File: src/phlm_pkg.sv
// Shared types and constants of the pixel hit local-maximum clustering core.
package phlm_pkg;

    localparam int MAX_HITS    = 32;
    localparam int MAX_RESULTS = 32;

    localparam int IDX_W     = $clog2(MAX_HITS);
    localparam int CNT_W     = $clog2(MAX_HITS + 1);
    localparam int RES_CNT_W = $clog2(MAX_RESULTS + 1);

    localparam int ROW_W      = 7;
    localparam int COL_W      = 6;
    localparam int CHG_W      = 16;
    localparam int SUM_W      = 21;
    localparam int SEED_IDX_W = 5;
    localparam int MASK_OUT_W = 32;

    localparam int S_DATA_W = 32;
    localparam int M_DATA_W = 64;

    typedef struct packed {
        logic [CHG_W-1:0] charge;
        logic [COL_W-1:0] column;
        logic [ROW_W-1:0] row;
    } hit_t;

    typedef struct packed {
        logic load;
        logic shift;
        logic clear;
    } cell_ctrl_t;

    typedef enum logic [1:0] {
        ST_LOAD,
        ST_SCAN,
        ST_FLUSH
    } state_t;

endpackage

File: src/phlm_cell.sv
// One cell of the hit ring: holds a hit, passes it on, tests it against the probe hit.
module phlm_cell (
    input  logic                aclk,
    input  logic                aresetn,
    input  phlm_pkg::cell_ctrl_t ctrl,
    input  logic                wr_sel,
    input  phlm_pkg::hit_t      wr_hit,
    input  phlm_pkg::hit_t      nb_hit,
    input  logic                nb_valid,
    input  phlm_pkg::hit_t      probe,
    output phlm_pkg::hit_t      hit_q,
    output logic                valid_q,
    output logic                kill,
    output logic                member
);

    phlm_pkg::hit_t hit_reg;
    phlm_pkg::hit_t hit_next;
    logic           valid_reg;
    logic           valid_next;
    logic           row_near;
    logic           col_near;
    logic           same_pixel;

    always_comb begin
        hit_next   = hit_reg;
        valid_next = valid_reg;
        if (ctrl.clear) begin
            valid_next = 1'b0;
        end else if (ctrl.load && wr_sel) begin
            hit_next   = wr_hit;
            valid_next = 1'b1;
        end else if (ctrl.shift) begin
            hit_next   = nb_hit;
            valid_next = nb_valid;
        end
    end

    always_ff @(posedge aclk) begin
        if (!aresetn) begin
            valid_reg <= 1'b0;
        end else begin
            valid_reg <= valid_next;
        end
        hit_reg <= hit_next;
    end

    always_comb begin
        row_near = ({1'b0, hit_reg.row} == {1'b0, probe.row})
                || ({1'b0, hit_reg.row} == {1'b0, probe.row} + (phlm_pkg::ROW_W + 1)'(1))
                || ({1'b0, probe.row} == {1'b0, hit_reg.row} + (phlm_pkg::ROW_W + 1)'(1));
        col_near = ({1'b0, hit_reg.column} == {1'b0, probe.column})
                || ({1'b0, hit_reg.column} == {1'b0, probe.column} + (phlm_pkg::COL_W + 1)'(1))
                || ({1'b0, probe.column} == {1'b0, hit_reg.column} + (phlm_pkg::COL_W + 1)'(1));
        same_pixel = (hit_reg.row == probe.row) && (hit_reg.column == probe.column);
        member     = valid_reg && row_near && col_near;
        kill       = member && !same_pixel && (hit_reg.charge > probe.charge);
    end

    assign hit_q   = hit_reg;
    assign valid_q = valid_reg;

endmodule

File: src/pixel_hit_local_max_clustering_core.sv
// Top level: hit ring, scan sequencer and result register of the clustering core.
//
// channel  dir  word                                                       marker
// s_       in   tdata: hit_row[6:0] hit_column[12:7] hit_charge[28:13]     tlast = last_hit
// m_       out  tdata: seed_index[4:0] member_mask[36:5] plane_charge[57:37]
//               tuser: overflow; tlast = last_cluster
//
// Hits load at one per cycle into the ring. The last hit starts the scan: the ring
// rotates once per cycle, cell 0 is broadcast to all cells, and after the last stored
// hit a closing flush state runs before the next hit is taken.
// The scan holds while the result register is full and not taken.
// aresetn is synchronous; it empties the ring and the result register.
module pixel_hit_local_max_clustering_core (
    input  logic                          aclk,
    input  logic                          aresetn,
    input  logic                          s_tvalid,
    output logic                          s_tready,
    input  logic [phlm_pkg::S_DATA_W-1:0] s_tdata,   // hit_row, hit_column, hit_charge
    input  logic                          s_tlast,
    output logic                          m_tvalid,
    input  logic                          m_tready,
    output logic [phlm_pkg::M_DATA_W-1:0] m_tdata,   // seed_index, member_mask, plane_charge
    output logic                          m_tuser,   // overflow
    output logic                          m_tlast
);

    localparam int N = phlm_pkg::MAX_HITS;

    phlm_pkg::state_t state_reg, state_next;
    logic [phlm_pkg::CNT_W-1:0]     count_reg, count_next;
    logic [phlm_pkg::SUM_W-1:0]     total_reg, total_next;
    logic                           ovf_reg, ovf_next;
    logic [phlm_pkg::IDX_W-1:0]     scan_reg, scan_next;
    logic [phlm_pkg::RES_CNT_W-1:0] emit_cnt_reg, emit_cnt_next;
    logic                           pend_valid_reg, pend_valid_next;
    logic [phlm_pkg::SEED_IDX_W-1:0] pend_index_reg, pend_index_next;
    logic [phlm_pkg::MASK_OUT_W-1:0] pend_mask_reg, pend_mask_next;
    logic                           out_valid_reg, out_valid_next;
    logic [phlm_pkg::M_DATA_W-1:0]  out_data_reg, out_data_next;
    logic                           out_ovf_reg, out_ovf_next;
    logic                           out_last_reg, out_last_next;

    phlm_pkg::cell_ctrl_t ctrl;
    phlm_pkg::hit_t       in_hit;
    phlm_pkg::hit_t       hit_q [N];
    logic [N-1:0]         valid_vec;
    logic [N-1:0]         kill_vec;
    logic [N-1:0]         member_vec;
    logic [N-1:0]         wr_sel_vec;
    logic [2*N-1:0]       mask_dbl;
    logic [N-1:0]         mask_full;
    logic [phlm_pkg::SUM_W:0] sum_wide;
    logic                 in_accept;
    logic                 out_free;
    logic                 store_ok;
    logic                 is_seed;
    logic                 scan_end;

    assign in_hit.row    = s_tdata[phlm_pkg::ROW_W-1:0];
    assign in_hit.column = s_tdata[phlm_pkg::ROW_W +: phlm_pkg::COL_W];
    assign in_hit.charge = s_tdata[phlm_pkg::ROW_W + phlm_pkg::COL_W +: phlm_pkg::CHG_W];

    for (genvar k = 0; k < N; k++) begin : g_cell
        localparam int NB = (k + 1) % N;
        assign wr_sel_vec[k] = (count_reg == phlm_pkg::CNT_W'(k));
        phlm_cell u_cell (
            .aclk     (aclk),
            .aresetn  (aresetn),
            .ctrl     (ctrl),
            .wr_sel   (wr_sel_vec[k]),
            .wr_hit   (in_hit),
            .nb_hit   (hit_q[NB]),
            .nb_valid (valid_vec[NB]),
            .probe    (hit_q[0]),
            .hit_q    (hit_q[k]),
            .valid_q  (valid_vec[k]),
            .kill     (kill_vec[k]),
            .member   (member_vec[k])
        );
    end

    // cell k holds hit (k + scan) mod N; rotate back to load order
    assign mask_dbl  = {member_vec, member_vec} << scan_reg;
    assign mask_full = mask_dbl[2*N-1:N];

    assign s_tready  = (state_reg == phlm_pkg::ST_LOAD);
    assign in_accept = s_tvalid && s_tready;
    assign out_free  = !out_valid_reg || m_tready;
    assign store_ok  = count_reg < phlm_pkg::CNT_W'(N);
    assign is_seed   = !(|kill_vec);
    assign scan_end  = (phlm_pkg::CNT_W'(scan_reg) + phlm_pkg::CNT_W'(1)) == count_reg;
    assign sum_wide  = {1'b0, total_reg} + (phlm_pkg::SUM_W + 1)'(in_hit.charge);

    always_comb begin
        state_next      = state_reg;
        count_next      = count_reg;
        total_next      = total_reg;
        ovf_next        = ovf_reg;
        scan_next       = scan_reg;
        emit_cnt_next   = emit_cnt_reg;
        pend_valid_next = pend_valid_reg;
        pend_index_next = pend_index_reg;
        pend_mask_next  = pend_mask_reg;
        out_valid_next  = out_valid_reg && !m_tready;
        out_data_next   = out_data_reg;
        out_ovf_next    = out_ovf_reg;
        out_last_next   = out_last_reg;
        ctrl            = '0;

        case (state_reg)
            phlm_pkg::ST_LOAD: begin
                if (in_accept) begin
                    if (store_ok) begin
                        ctrl.load  = 1'b1;
                        count_next = count_reg + phlm_pkg::CNT_W'(1);
                        total_next = sum_wide[phlm_pkg::SUM_W] ? '1
                                   : sum_wide[phlm_pkg::SUM_W-1:0];
                    end else begin
                        ovf_next = 1'b1;
                    end
                    if (s_tlast) begin
                        scan_next  = '0;
                        state_next = phlm_pkg::ST_SCAN;
                    end
                end
            end
            phlm_pkg::ST_SCAN: begin
                if (out_free) begin
                    ctrl.shift = 1'b1;
                    scan_next  = scan_reg + phlm_pkg::IDX_W'(1);
                    if (is_seed && (emit_cnt_reg < phlm_pkg::RES_CNT_W'(phlm_pkg::MAX_RESULTS)))
                    begin
                        if (pend_valid_reg) begin
                            out_valid_next = 1'b1;
                            out_data_next  = phlm_pkg::M_DATA_W'({total_reg, pend_mask_reg,
                                                                  pend_index_reg});
                            out_ovf_next   = ovf_reg;
                            out_last_next  = 1'b0;
                        end
                        pend_valid_next = 1'b1;
                        pend_index_next = phlm_pkg::SEED_IDX_W'(scan_reg);
                        pend_mask_next  = phlm_pkg::MASK_OUT_W'(mask_full);
                        emit_cnt_next   = emit_cnt_reg + phlm_pkg::RES_CNT_W'(1);
                    end
                    if (scan_end) begin
                        state_next = phlm_pkg::ST_FLUSH;
                    end
                end
            end
            phlm_pkg::ST_FLUSH: begin
                if (out_free) begin
                    if (pend_valid_reg) begin
                        out_valid_next = 1'b1;
                        out_data_next  = phlm_pkg::M_DATA_W'({total_reg, pend_mask_reg,
                                                              pend_index_reg});
                        out_ovf_next   = ovf_reg;
                        out_last_next  = 1'b1;
                    end
                    ctrl.clear      = 1'b1;
                    pend_valid_next = 1'b0;
                    count_next      = '0;
                    total_next      = '0;
                    ovf_next        = 1'b0;
                    emit_cnt_next   = '0;
                    state_next      = phlm_pkg::ST_LOAD;
                end
            end
            default: begin
                state_next = phlm_pkg::ST_LOAD;
            end
        endcase
    end

    always_ff @(posedge aclk) begin
        if (!aresetn) begin
            state_reg      <= phlm_pkg::ST_LOAD;
            count_reg      <= '0;
            total_reg      <= '0;
            ovf_reg        <= 1'b0;
            scan_reg       <= '0;
            emit_cnt_reg   <= '0;
            pend_valid_reg <= 1'b0;
            out_valid_reg  <= 1'b0;
        end else begin
            state_reg      <= state_next;
            count_reg      <= count_next;
            total_reg      <= total_next;
            ovf_reg        <= ovf_next;
            scan_reg       <= scan_next;
            emit_cnt_reg   <= emit_cnt_next;
            pend_valid_reg <= pend_valid_next;
            out_valid_reg  <= out_valid_next;
        end
        pend_index_reg <= pend_index_next;
        pend_mask_reg  <= pend_mask_next;
        out_data_reg   <= out_data_next;
        out_ovf_reg    <= out_ovf_next;
        out_last_reg   <= out_last_next;
    end

    assign m_tvalid = out_valid_reg;
    assign m_tdata  = out_data_reg;
    assign m_tuser  = out_ovf_reg;
    assign m_tlast  = out_last_reg;

endmodule
File: config.mk
export PLATFORM = sky130hd
export DESIGN_NAME = pixel_hit_local_max_clustering_core
export DESIGN_NICKNAME = d
export VERILOG_FILES = /design/src/phlm_pkg.sv /design/src/phlm_cell.sv /design/src/pixel_hit_local_max_clustering_core.sv
export SDC_FILE = /design/constraint.sdc
export NUM_CORES = 2
export LEC_CHECK = 0
export BUFFER_PORTS_ARGS = -buffer_cell sky130_fd_sc_hd__buf_4
export CAP_MARGIN = 20
export CORE_MARGIN = 5
export CORE_UTILIZATION = 45
export DETAILED_ROUTE_END_ITERATION = 7
export HOLD_SLACK_MARGIN = 0.06
export PLACE_DENSITY = 0.68
export SLEW_MARGIN = 10
export SYNTH_ARGS = -nofsm -noshare
export SYNTH_HDL_FRONTEND = slang
export SYNTH_HIERARCHICAL = 1
export SYNTH_SLANG_ARGS = --single-unit
File: constraint.sdc
create_clock -name aclk -period 17.5 [get_ports aclk]
set_input_delay 0.875 -clock aclk [delete_from_list [all_inputs] [get_ports aclk]]
set_output_delay 0.875 -clock aclk [all_outputs]
set_load 0.005 [all_outputs]
Yosys cells after proc, flatten, opt, wreduce, memory -nomap -nowiden
Index checks and enable logic that the tools add are counted.

Bits in registers: 1106. Bits in latches: 0. Memory bits (writable): 0. Memory bits (read-only): 0. Input port bits: 37. Output and inout bits: 68. Logic and storage cells: 1087. Memories: 0.

Add/sub/neg operators: 69. Multiply operators: 0. Divide/modulo/power cells: 0. Magnitude comparators: 33. Equality and inequality tests: 230. Shift-type cells: 1. Muxes and demuxes: 184. Bitwise logic cells: 2. Reductions and logical operators: 427.

Operators by type and width (count): two-way mux 29 bit (64); equality test 7 x 8 -> 1 bit (62); greater-than comparator 16 bit (31); equality test 6 x 7 -> 1 bit (62); adder 7 x 1 -> 8 bit, second input constant (32); two-way mux 64 bit (4); adder 6 x 1 -> 7 bit, second input constant (32); equality test 7 bit (31); equality test 6 bit (32); logical AND 1 bit (190); case mux 64 bit (2 select lines) (1); logical OR 1 bit (125); equality test 6 x 5 -> 1 bit, second input constant (16); two-way mux 1 bit (88); two-way mux 21 bit (4); nonzero test 2 bit (35); AND reduction 2 bit (32); left shift 64 x 5 -> 64 bit (1); equality test 6 x 4 -> 1 bit, second input constant (8); case mux 21 bit (2 select lines) (1); zero test 1 bit (34); OR reduction 31 bit (1); two-way mux 6 bit (5); equality test 6 x 3 -> 1 bit, second input constant (4); 25 further kinds (51).

Depth between registers and ports, before layout
Depth after elaboration: 14. Mapped depth: 15. Gate-level depth less buffers: 15.

Modules after synthesis
Netlist, hierarchy kept.

Modules (own cells, without submodules): phlm_cell (g_cell[0].u_cell ...) (times used 31, cells an instance 235, area an instance 2407.3 um^2, seq. area each 890.9 um^2); pixel_hit_local_max_clustering_core (times used 1, cells an instance 725, area an instance 8018.9 um^2, seq. area each 3773.6 um^2); phlm_cell (g_cell[25].u_cell) (times used 1, cells an instance 233, area an instance 2411.1 um^2, seq. area each 890.9 um^2).

Least setup slack after synthesis
Ideal clock, no wire load.

Path type: register -> register. From: register g_cell[0].u_cell.hit_reg, in the netlist g_cell[0].u_cell/hit_q[8]. To: register out_data_reg, in the netlist m_tdata[0] (enable). Setup time: 0.476 ns. Data arrival time: 8.592 ns. Data required time: 17.024 ns. Path slack: 8.432 ns. Cell stages (with the launch flop): 12. Path buffers: 0. Clock period less this slack: 9.068 ns. Cell sequence: edfxtp_1 -> ha_1 -> xnor2_1 -> nand3_1 -> a311oi_1 -> and3_1 -> o32ai_1 -> a211oi_2 -> or3_1 -> nor4_1 -> o21ai_1 -> nor2_1.

Longest elaborated chain between the ends: 12. Elaborated cells on any way between the ends: 316. Classes of those cells: add/sub (1); eq/ne (94); reduce/logical (221).

Ends and longest elaborated chain: start: declaration (RTL line phlm_cell.sv:17) `phlm_pkg::hit_t hit_reg;`; start signal: assignment (RTL line phlm_cell.sv:45) `hit_reg <= hit_next;`; adder 6 x 1 -> 7 bit (RTL line phlm_cell.sv:53) `|| ({1'b0, hit_reg.column} == {1'b0, probe.column} + (phlm_pkg::COL_W + 1)'(1))`; equality test 6 x 7 -> 1 bit (RTL line phlm_cell.sv:53); logical OR 1 bit (RTL line phlm_cell.sv:53); logical OR 1 bit (RTL line phlm_cell.sv:54) `|| ({1'b0, probe.column} == {1'b0, hit_reg.column} + (phlm_pkg::COL_W + 1)'(1));`; logical AND 1 bit (RTL line phlm_cell.sv:56) `member = valid_reg && row_near && col_near;`; logical AND 1 bit (*) (2 in a row) (RTL line phlm_cell.sv:57) `kill = member && !same_pixel && (hit_reg.charge > probe.charge);`; net kill_vec[25] (RTL line pixel_hit_local_max_clustering_core.sv:47) `logic [N-1:0] kill_vec;`; OR reduction 31 bit (*) (RTL line pixel_hit_local_max_clustering_core.sv:90) `assign is_seed = !(|kill_vec);`; zero test 1 bit (*) (RTL line pixel_hit_local_max_clustering_core.sv:90); logical AND 1 bit (*) (RTL line pixel_hit_local_max_clustering_core.sv:131) `if (is_seed && (emit_cnt_reg < phlm_pkg::RES_CNT_W'(phlm_pkg::MAX_RESULTS)))`; inequality test 2 bit (no source line) (*); AND reduction 4 bit (no source line) (*); end signal: assignment (RTL line pixel_hit_local_max_clustering_core.sv:196) `out_data_reg <= out_data_next;`; end: declaration (RTL line pixel_hit_local_max_clustering_core.sv:39) `logic [phlm_pkg::M_DATA_W-1:0] out_data_reg, out_data_next;`.

The timed path passes the listed nets; every way through them passes the cells marked *. A chain may end at the register's enable or synchronous reset.

Worst setup path in the final report
From: register g_cell[0].u_cell.hit_reg, in the netlist g_cell[0].u_cell/hit_q[11]. To: register out_data_reg, in the netlist m_tdata[11] (enable).

The elaborated chain is that of the path after synthesis.

==> results.sh <==
export IMPL_status="completed"
export IMPL_wl_met1_um=102000
export IMPL_synth_most_common_cell="edfxtp_1"
export IMPL_finClkSkew_ns=0.0166
export IMPL_p_switching_mw=7.44
export IMPL_cts_hold_buf=0
export IMPL_hold_path_cell_count=0
export IMPL_synth_enable_flop_cells=1025
export IMPL_cts_sinks=1100
export IMPL_wl_met2_um=126000
export IMPL_p_int_mw=9.06
export IMPL_fmax_ghz=0.141
export IMPL_reg2reg_slack_ns=10.40
export IMPL_yosys_cell_types_count=75
export IMPL_ys_warn_count=6
export IMPL_drtIter0Drc=6558
export IMPL_cts_tree="done"
export IMPL_fp_row_count=159
export IMPL_yosys_top_cells_area="edfxtp_1, mux2_2, ha_1"
export IMPL_io_buffers=95
export IMPL_min_period_over_period_pct=40.6
export IMPL_p_clk_share_pct=16.2
export IMPL_place_congestion=0.913
export IMPL_p_seq_share_pct=29.2
export IMPL_vdd_drop_max_v=0.000146
export IMPL_floorplan_initialDensity_pct=45.2
export IMPL_finalCriticalPeriod_ns=7.10
export IMPL_die_area_um2=198000
export IMPL_fp_dieH_um=445
export IMPL_swShare_pct=45.1
export IMPL_grt_remaining_overflow=0
export IMPL_timing_rr_end="m_tdata[11]"
export IMPL_numCtsBuffers=119
export IMPL_synth_cell_area_um2=85100
export IMPL_hold_viol=0
export IMPL_route_detailed_drc=0
export IMPL_path_class="flop to flop"
export IMPL_clk_pin_slew_ns=0.06
export IMPL_place_inst=10700
export IMPL_drt_pass1_iter_count=6
export IMPL_cp_data_required_time_ns=17.90
export IMPL_ys_flop_type="edfxtp_1"
export IMPL_area_growth_pct=9.58
export IMPL_wl_um=275000
export IMPL_slew_viol_final=0
export IMPL_min_delay_start="pend_mask_reg[31]"
export IMPL_die_x_um=445
export IMPL_hp_class="flop to flop"
export IMPL_htree_levels=3
export IMPL_top_layer_used="met5"
export IMPL_setup_ws_ns=10.40
export IMPL_crit_fanout=59
export IMPL_clock_path_buffers=3
export IMPL_drv_cap=0
export IMPL_worst_setup_path_end_kind="flop"
export IMPL_synth_top_area_cell="edfxtp_1"
export IMPL_pwr_share_comb_pct=54.6
export IMPL_post_cts_resized=0
export IMPL_wl_met3_um=23900
export IMPL_slew_limit_headroom_pct=21.1
export IMPL_setup_viol=0
export IMPL_worst_slew_pin_slew_ns=1.18
export IMPL_yosysTopAreaCellShare_pct=36.2
export IMPL_num_io_pins=105
export IMPL_cp_arrival_ns=7.50
export IMPL_core_um2=188000
export IMPL_fillers=16600
export IMPL_post_dp_cell_area_um2=88800
export IMPL_grt_pass1_vias=67600
export IMPL_antenna_found_initial=23
export IMPL_async_flop_share_pct=0
export IMPL_avgSynthCellArea_um2=10.3
export IMPL_post_place_ws_ns=10.72
export IMPL_nets=9045
export IMPL_viasPerCell=6.23
export IMPL_multi_input_area_um2=49200
export IMPL_dp_hpwl_um=181000
export IMPL_synth_commonest_cells="edfxtp_1, mux2_2, ha_1"
export IMPL_rsz0062_at_grt="no"
export IMPL_regArea_um2=32300
export IMPL_final_layout_size_suffix_gt1_share_pct=18.1
export IMPL_clock_latency_ns=0.78
export IMPL_final_cells=11000
export IMPL_grt_max_degree=170
export IMPL_vias=68200
export IMPL_cellPowerDensity_nw_per_um2=177
export IMPL_post_drt_wl_per_cell_um=25.1
export IMPL_ant_nets=0
export IMPL_reg2reg_from="g_cell[0].u_cell/hit_q[11]"
export IMPL_track_usage_pct=26.8
export IMPL_syn_inst=8243
export IMPL_setup_worst_path_start_class="flop"
export IMPL_r2r_cells=13
export IMPL_tns_ns=0
export IMPL_largest_reg_flops=928
export IMPL_synth_yosys_seq_area_share_pct=38.0
export IMPL_grt_pass1_wl_um=407000
export IMPL_p_leak_nw=35.4
export IMPL_synth_seq_cells=1100
export IMPL_cts_root_buffer="clkbuf_16"
export IMPL_whs_endpoint="m_tdata[36]"
export IMPL_post_cts_buffers=0
export IMPL_final_area_um2=93200
-- through the flow --
stage | power [mW] | hold slack (ns) | util (%)
floorplan | 11.2 | 0.400 | -
global placement | 13.2 | 0.406 | 47.2
detailed placement | 13.7 | 0.405 | 47.2
CTS | 16.4 | 0.420 | 49.4
global route | 17.6 | 0.427 | 49.6
finish | 16.5 | 0.419 | 49.6
-- critical path, stage by stage, from the launching register on --
cell	delay, ns
edfxtp_1	0.62
buf_4	0.72
buf_4	0.64
xor2_1	0.25
nor4_1	0.85
nand4_1	0.28
o311ai_0	0.38
nor3_2	0.16
nor4_1	0.73
nand4_1	0.59
nor4_1	0.35
o21ai_1	0.26
nor2_4	0.13
buf_4	0.55
-- how the worst max path moves through the flow --
stage                          startpoint           to  slack (ns)
2_1_floorplan   g_cell[0].u_cell/hit_q[8]   m_tdata[0]        8.43
3_3_place_gp   g_cell[0].u_cell/hit_q[11]  m_tdata[11]       10.74
3_5_place_dp   g_cell[0].u_cell/hit_q[11]   m_tdata[7]       10.72
4_1_cts        g_cell[0].u_cell/hit_q[11]  m_tdata[10]       10.70
5_1_grt         g_cell[0].u_cell/hit_q[3]  m_tdata[19]       10.26
6_report       g_cell[0].u_cell/hit_q[11]  m_tdata[11]       10.40
-- metal layers --
metal / vias up / GRT usage (%)
li1: 30600 / -
met1: 33100 / 31.6
met2: 3484 / 43.8
met3: 1050 / 4.79
met4: 2 / 19.9
met5: - / 0
-- layout make-up --
class | instances | share of cell area, %
timing repair buffer | 237 | 2.22
sequential | 1100 | 34.6
multi-input combinational | 6249 | 52.8
tap | 2495 | 3.35
clock inverter | 76 | 0.965
antenna | 14 | 0.0376
inverter | 635 | 2.56
clock buffer | 149 | 3.47
-- placed cells by master (no fill, tap or decap), types with 243 or more instances in the layout --
master / synthesis / final
xnor2_1: 548 / 548
ha_1: 665 / 665
nand2_1: 561 / 557
o21ai_0: 331 / 331
nand3_1: 359 / 359
a21oi_1: 243 / 243
mux2_2: 945 / 945
edfxtp_1: 1025 / 1025
inv_1: 635 / 633
xor2_1: 362 / 362
nor2_1: 433 / 400
-- cells by family after synthesis --
group / count (synthesis) / share of synthesized area, %
xor gates and xnor gates: 910 / 9.37
buffers and inverters: 899 / 4.40
DFF: 1100 / 38.0
muxes: 1155 / 15.5
and+or+nand+nor: 2318 / 14.3
AOI/OAI and AO/OA: 1194 / 8.70
adders and majority gates: 666 / 9.81
other: 1 / 0.00441
-- power by group through the flow --
stage	registers (mW)	clock network, mW	logic (mW)
after floorplan	5.00	0	6.22
after global placement	4.84	0	8.39
after detailed placement	4.85	0	8.80
after CTS	4.80	2.71	8.86
after global routing	4.89	2.82	9.88
final	4.82	2.67	9.01
Power figures use the tool's default switching activity.
